==> src/xtea_pkg.sv <==
// Shared types and constants for the XTEA block cipher pipeline.
// Holds the item structs, the key array type and the per-stage round sums.
// No dependencies.
package xtea_pkg;

    localparam int ROUNDS = 32;
    localparam int NSTAGE = 2 * ROUNDS;
    localparam int KEY_WORDS = 4;
    localparam int CFG_INDEX_W = 3;
    localparam logic [31:0] DELTA = 32'h9E3779B9;

    localparam logic OP_ENCRYPT = 1'b0;
    localparam logic OP_DECRYPT = 1'b1;

    typedef struct packed {
        logic        op;
        logic [31:0] left_word;
        logic [31:0] right_word;
    } in_item_t;

    typedef struct packed {
        logic [31:0] out_left;
        logic [31:0] out_right;
    } out_item_t;

    typedef struct packed {
        logic        valid;
        logic        op;
        logic [31:0] left;
        logic [31:0] right;
    } pipe_t;

    typedef logic [KEY_WORDS-1:0][31:0] key_t;

    // Round sum used by half-round h; decryption walks the sums backward.
    function automatic logic [31:0] stage_sum(input int h, input logic dec);
        int          r;
        int          cnt;
        logic [31:0] mult;
        r = h >> 1;
        if (dec)
        begin
            cnt = ROUNDS - r - (h & 1);
        end
        else
        begin
            cnt = r + (h & 1);
        end
        mult = 32'(cnt);
        return mult * DELTA;
    endfunction

endpackage

==> src/xtea_key_regs.sv <==
// Key register file for the XTEA block cipher.
// Takes indexed writes from the configuration channel; uses xtea_pkg.
module xtea_key_regs
    import xtea_pkg::*;
(
    input  logic                   clk,
    input  logic                   rst_n,
    input  logic                   cfg_valid,
    output logic                   cfg_ready,
    input  logic [CFG_INDEX_W-1:0] cfg_index,
    input  logic [31:0]            cfg_data,
    output key_t                   keys
);

    key_t key_reg;
    key_t key_next;

    always_comb
    begin
        key_next = key_reg;
        if (cfg_valid && (cfg_index < CFG_INDEX_W'(KEY_WORDS)))
        begin
            key_next[cfg_index[1:0]] = cfg_data;
        end
    end

    always_ff @(posedge clk or negedge rst_n)
    begin
        if (!rst_n)
        begin
            key_reg <= '0;
        end
        else
        begin
            key_reg <= key_next;
        end
    end

    assign cfg_ready = 1'b1;
    assign keys      = key_reg;

endmodule

==> config.mk <==
export PLATFORM = sky130hd
export DESIGN_NAME = xtea_key_regs
export DESIGN_NICKNAME = d
export VERILOG_FILES = /design/src/xtea_pkg.sv /design/src/xtea_key_regs.sv
export SDC_FILE = /design/constraint.sdc
export NUM_CORES = 1
export LEC_CHECK = 0
export ABC_CLOCK_PERIOD_IN_PS = 800
export BUFFER_PORTS_ARGS = -buffer_cell sky130_fd_sc_hd__buf_4
export CAP_MARGIN = 10
export CORE_ASPECT_RATIO = 1.75
export CORE_UTILIZATION = 45
export CTS_CLUSTER_DIAMETER = 50
export DETAILED_ROUTE_END_ITERATION = 7
export PLACE_DENSITY = 0.73
export SYNTH_ARGS = -nofsm -noshare
export SYNTH_HDL_FRONTEND = slang
export SYNTH_SLANG_ARGS = --single-unit
==> constraint.sdc <==
create_clock -name clk -period 0.8 [get_ports clk]
set_input_delay 0.04 -clock clk [delete_from_list [all_inputs] [get_ports clk]]
set_output_delay 0.04 -clock clk [all_outputs]
set_load 0.02 [all_outputs]
==> implementation parameters, run 1 <==
Parameter                              Value

Status
  Outcome ... finished with violations
  Violated checks ... negative setup slack

Detailed routing
  Number of vias in the routed layout ... 3695
  Router iterations before antenna repair ... 4
  Detail Route Antenna Nets ... 0
  DRC ... 0
  Total routed wirelength ... 17.2 mm
  Average detailed-routed wire length per instance ... around 24 um
  1st-iter DRT viols ... 170
  Post-detailed-route via-to-cell ratio ... ~5.2

Clock tree
  Clock Tree Buf Depth ... 2
  Count of clock tree sinks ... roughly 130
  CTS Root Buffer Type ... sky130_fd_sc_hd__clkbuf_16
  CTS H-tree depth ... 4
  Number of buffers created by CTS ... 17
  Worst-skew pair later-pin latency ... just over 0.4 ns
  Clock transition at path regs ... 0.06 ns
  CTS tree ... done

Logic synthesis
  Count of state elements after synthesis ... roughly 130
  Synth warn ... 0
  Synthesized area divided by synthesized cell count ... 17.5 um2
  Instance count of the mapped netlist ... between 200 and 300
  Post-synthesis simple-gate area fraction ... 0.0109
  Multiplexer fraction of the synthesized cell area ... 0.298
  Sequential area share after synthesis ... 0.663
  Post-synthesis compound-gate area fraction ... 0
  Adder and majority gate portion of the synthesized area ... 0
  Post-Syn Area ... 4830 um2
  Post-synthesis xor/xnor area fraction ... 0
  Largest family of logic cells by synthesized area ... multiplexers
  Nets in the synthesized netlist ... 314
  Number of distinct standard cells referenced by the synthesized netlist ... 10

Critical path
  Worst-path fanout max ... 2
  CP arrival ... about 1.1 ns
  WP depth ... 2
  Worst-case reg-to-reg path depth ... 2
  Buffers and inverters on the worst path ... 2
  Worst setup path category ... flip-flop to output port
  Critical-path top delay cell ... sky130_fd_sc_hd__dfrtp_1
  Nature of the critical path startpoint ... flip-flop
  Longest individual stage delay on the worst path ... 0.40 ns
  Required time reported for the critical path endpoint ... between 0.7 and 0.8 ns
  Ordered list of cells on the worst path ... buf_6 -> buf_6
  Most frequent CP cell ... sky130_fd_sc_hd__buf_6
  Crit. End Element ... output port
  Cell family with most CP delay ... flip-flops

Place
  Dpl cells ... approximately 570
  Post-DP HPWL ... roughly 8.6 mm
  IO Port Bufs ... about 170
  GPL Wtd Cong ... about 0.74

Timing
  Skew final ... 0 ns
  Final Hold Violating Endpoints ... 0
  Final clock period utilization by the worst path ... 1.38
  F_max ... roughly 0.90 GHz
  Period minus WS final ... 1.11 ns
  Number of max-slew violations in the final report ... 0
  Crit path setup slack, layout ... -0.307 ns
  Setup repair after global routing missed its margin ... true
  Accumulated negative setup slack ... -33.18 ns
  # setup viols final ... approximately 230

Floorplan
  Die outline width ... 80.4 um
  Area of the die ... 11200 um2
  Effective utilization at floorplan ... 0.467
  Number of rows created at floorplan ... about 50
  Overall die height ... 139 um
  Boundary Pins ... 167
  Core region area ... 10400 um2

Power
  Total power divided by cell area ... ~2900 nW/um2
  Static Leakage ... between 4 and 5 nW
  Max VDD drop ... between 2 and 2.5 mV

Layout
  Final layout net count ... a little over 600
  Ratio of cells with drive above 1 in the final layout ... 0.717
  Relative area change from synthesis to final layout ... 87.1%
  Most frequent cells in the layout ... 182 x sky130_fd_sc_hd__buf_6, 128 x sky130_fd_sc_hd__dfrtp_1, 99 x sky130_fd_sc_hd__mux2_4
  Utilization after layout ... 0.873
  Count of placed standard cells in the final layout, fillers left out ... 711
  Most common library cell in the layout ignoring fill and taps ... sky130_fd_sc_hd__buf_6
  Number of antenna diodes ... 0
  Max FFs per register ... 128
  Layout filler cell count ... 400

Flow run
  Reported max-cap violation count ... 0

Global routing
  Pin count of the biggest net entering global routing ... 31
  Initial antenna violation count ... 0
  Congestion Overflow GR ... 0
  Global Route Usage Sum ... 0.285
  Wire length of the first global-routing pass ... 23.1 mm
  Vias in the first global route ... roughly 4000

Min path
  Worst min path class ... input pin to asynchronous set/reset pin
[timing repair]
item                       CTS  global route
pin swaps                    3             1
setup buffers               49            16
cloned                       5             3
resized for setup          178            82
hold buffers                33             0
hold endpoints to repair   256             0
setup endpoints to repair  204           232
[synth_stat cells]
cell | count | area share
sky130_fd_sc_hd__buf_2 | 5 | 0.0052
sky130_fd_sc_hd__buf_4 | 1 | 0.0016
sky130_fd_sc_hd__buf_6 | 9 | 0.021
sky130_fd_sc_hd__conb_1 | 1 | 0.00078
sky130_fd_sc_hd__dfrtp_1 | 128 | 0.66
sky130_fd_sc_hd__mux2_1 | 12 | 0.028
sky130_fd_sc_hd__mux2_2 | 116 | 0.27
sky130_fd_sc_hd__nand4b_1 | 1 | 0.0018
sky130_fd_sc_hd__nor4b_4 | 1 | 0.0049
sky130_fd_sc_hd__nor4bb_1 | 2 | 0.0041
[layer usage]
| metal | routed length, um | track usage |
|---|---|---|
| met1 | 6290 | 0.338 |
| met2 | 9340 | 0.495 |
| met3 | 822 | 0.0645 |
| met4 | 779 | 0.105 |
| met5 | 0 | 0 |
[logic make-up (layout without fill, tap and decap cells)]
family	Yosys count	after routing
DFF	128	128
muxes	128	128
buffers and inverters	15	323
and+or+nand+nor	4	4
other	1	1
[worst paths after layout]
path	slack, ns	end	from
setup / recovery	-0.31	keys[48]	keys[48]
hold / removal	0.03	keys[37]	rst_n
setup reg to reg	-0.15	keys[36]	keys[36]
hold reg to reg	0.53	keys[115]	keys[115]
max in group asynchronous	0.32	keys[78]	rst_n
min in group clk	0.27	keys[12]	cfg_index[0]
[stage by stage]
| stage | hold slack (ns) | instance area [um2] | setup WS (ns) | power (mW) |
|---|---|---|---|---|
| floorplan | -0.256 | 5030 | -0.288 | 12.1 |
| global placement | -0.0756 | 6550 | -0.559 | 15.3 |
| detailed placement | -0.0758 | 6550 | -0.579 | 15.5 |
| CTS | 0.0290 | 8550 | -0.310 | 25.4 |
| global route | 0.0408 | 9050 | -0.330 | 27.6 |
| finish | 0.0299 | 9050 | -0.307 | 26.7 |
[layout make-up]
| type | count | area (um2) | area share |
|---|---|---|---|
| timing repair buffer | 291 | 3190 | 0.353 |
| clock inverter | 9 | 106 | 0.0118 |
| multi-input combinational | 133 | 1900 | 0.210 |
| sequential | 128 | 3200 | 0.354 |
| clock buffer | 23 | 488 | 0.0539 |
| tap | 127 | 159 | 0.0176 |
[power by group]
part / internal [mW] / total [mW] / switching (mW)
Sequential: 7.92 / 9.23 / 1.31
Clock: 4.91 / 7.79 / 2.89
Combinational: 5.77 / 9.63 / 3.86
Total: 18.6 / 26.7 / 8.06
Note: power is estimated with default switching activity, not from simulation.
==> inputs of run 2 (changes only) <==
CORE_UTILIZATION = 37   (was 45)
PLACE_DENSITY = not set   (was 0.73)
PLACE_DENSITY_LB_ADDON = 0.2   (was not set)
SETUP_SLACK_MARGIN = 0.1   (was not set)
==> run 2 against run 1 <==
Compared with the run above: the run still ends with negative setup slack left; non-clock buffer count rose by 23; routed wire length shrank 7.2%; sequential power down 1%; worst setup slack gained 0.0018 ns; fmax is 0.16% higher; core utilization is 13 points lower; clock skew unchanged; flip-flop and latch count did not move; first-iteration DRC count is 42% lower; power rose by 3.6%.
==> implementation parameters, run 2 (synthesized netlist as in run 1, its figures left out) <==
Parameter                              Value

Critical path
  R2r startpoint ... keys[41]
  Worst setup path category ... flip-flop to output port
  Nature of the critical path startpoint ... flip-flop
  Required time reported for the critical path endpoint ... about 0.76 ns
  Worst-case reg-to-reg path depth ... 2
  Worst-path fanout max ... 2
  Critical-path top delay cell ... sky130_fd_sc_hd__dfrtp_1
  Longest individual stage delay on the worst path ... a little over 0.4 ns
  Most frequent CP cell ... sky130_fd_sc_hd__buf_6
  CP arrival ... approximately 1.1 ns
  Ordered list of cells on the worst path ... buf_6 -> buf_6
  R2R setup slack ... -0.16 ns
  Crit. End Element ... output port
  RR Endpoint ... keys[41]

Power
  Total power divided by cell area ... a little under 3000 nW/um2
  Max VDD drop ... roughly 1.6 mV
  Static Leakage ... 4.63 nW

Global routing
  Global Route Usage Sum ... 0.233
  Pin count of the biggest net entering global routing ... a little over 40
  Wire length of the first global-routing pass ... around 23 mm
  Congestion Overflow GR ... 0
  Global routing usage on met3 ... 0.0508
  Vias in the first global route ... 3914
  Routing usage on met2 ... 0.410
  Most Crowded Layer GR ... met2
  Global routing met1 resource utilization ... 0.273
  Initial antenna violation count ... 0

Timing
  Final Hold Violating Endpoints ... 0
  # setup viols final ... 244
  Final clock period utilization by the worst path ... 1.38
  Crit path setup slack, layout ... -0.305 ns
  Period minus WS final ... approximately 1.1 ns
  Setup repair after global routing missed its margin ... true
  Number of max-slew violations in the final report ... 0
  Final Hold Slack ... 0.0286 ns
  Skew final ... 0 ns
  F_max ... about 0.90 GHz
  Accumulated negative setup slack ... -36.64 ns

Place
  IO Port Bufs ... about 170
  GPL Wtd Cong ... 0.722
  Post-DP HPWL ... just over 8 mm

Clock tree
  CTS tree ... done
  CTS H-tree depth ... 4
  Clock transition at path regs ... ~0.06 ns
  CTS Root Buffer Type ... sky130_fd_sc_hd__clkbuf_16
  Worst-skew pair later-pin latency ... between 0.4 and 0.5 ns
  Number of buffers created by CTS ... 17
  Count of clock tree sinks ... between 100 and 150
  Clock Tree Buf Depth ... 2

Layout
  Ratio of cells with drive above 1 in the final layout ... 0.730
  Final layout net count ... roughly 630
  Number of antenna diodes ... 0
  Most frequent cells in the layout ... 172 x sky130_fd_sc_hd__buf_6, 128 x sky130_fd_sc_hd__dfrtp_1, 124 x sky130_fd_sc_hd__mux2_4
  Most common library cell in the layout ignoring fill and taps ... sky130_fd_sc_hd__buf_6
  Relative area change from synthesis to final layout ... 94.6%
  Utilization after layout ... 0.745
  Max FFs per register ... around 130

Detailed routing
  Total routed wirelength ... roughly 16 mm
  Number of vias in the routed layout ... 3641
  1st-iter DRT viols ... ~100
  Post-detailed-route via-to-cell ratio ... around 4.7
  Detail Route Antenna Nets ... 0
  Router iterations before antenna repair ... 4
  DRC ... 0
  Average detailed-routed wire length per instance ... 20.6 um

Floorplan
  Number of rows created at floorplan ... 54
  Core region area ... ~13000 um2
  Die outline width ... between 80 and 90 um
  Area of the die ... between 10000 and 15000 um2
  Boundary Pins ... between 150 and 200
  Overall die height ... 153 um
  Effective utilization at floorplan ... 0.383

Status
  Violated checks ... negative setup slack
  Outcome ... finished with violations

Flow run
  Reported max-cap violation count ... 0

Min path
  Worst min path class ... input pin to asynchronous set/reset pin
[run 2: final cells by class]
type / instances / area [um2]
Timing Repair Buffer: 314 / 3340
Fill cell: 773 / 3230
Sequential cell: 128 / 3200
Multi-Input combinational cell: 133 / 1990
Clock buffer: 20 / 457
Tap cell: 168 / 210
Clock inverter: 12 / 205
[run 2: worst max-delay path by stage]
stage	from	end	cells past startpoint
after CTS	keys[67]	keys[67]	2
after floorplan	cfg_index[1]	keys[13]	3
final	keys[42]	keys[42]	2
after global placement	cfg_index[2]	keys[61]	4
after detailed placement	cfg_index[2]	keys[58]	4
after global routing	keys[42]	keys[42]	2
[run 2: per-layer routing]
layer / part of all wire / vias to the layer above / wire length [um]
met2: 0.55 / 124 / 8780
met1: 0.39 / 1868 / 6190
li1: - / 1625 / -
met3: 0.045 / 24 / 724
met5: 0 / - / 0
met4: 0.018 / 0 / 285
[run 2: power by group]
part | total [mW] | switching (mW) | internal [mW]
combinational | 9.89 | 3.79 | 6.10
clock | 8.59 | 2.87 | 5.72
sequential | 9.13 | 1.20 | 7.92
[run 2: worst max-delay path: cells and delay by family (launching register included)]
family	cells	cell delay (ns)
buf+inv	2	0.25
flops	1	0.41
[run 2: per-stage QoR]
| step | total power [mW] | setup slack, ns | instance area [um2] | std cells |
|---|---|---|---|---|
| floorplan | 12.1 | -0.288 | 5030 | 276 |
| global placement | 15.3 | -0.496 | 6630 | 618 |
| detailed placement | 15.5 | -0.507 | 6630 | 618 |
| CTS | 26.8 | -0.294 | 8980 | 734 |
| global route | 28.6 | -0.325 | 9410 | 775 |
| finish | 27.6 | -0.305 | 9410 | 775 |
[run 2: timing repair]
item,4_1_cts,5_1_grt
setup buffers,46,38
pin swaps,2,2
cloned,5,3
hold buffers,33,0
endpoints found under the hold margin,256,0
setup endpoints to repair,256,256
resized for setup,236,28
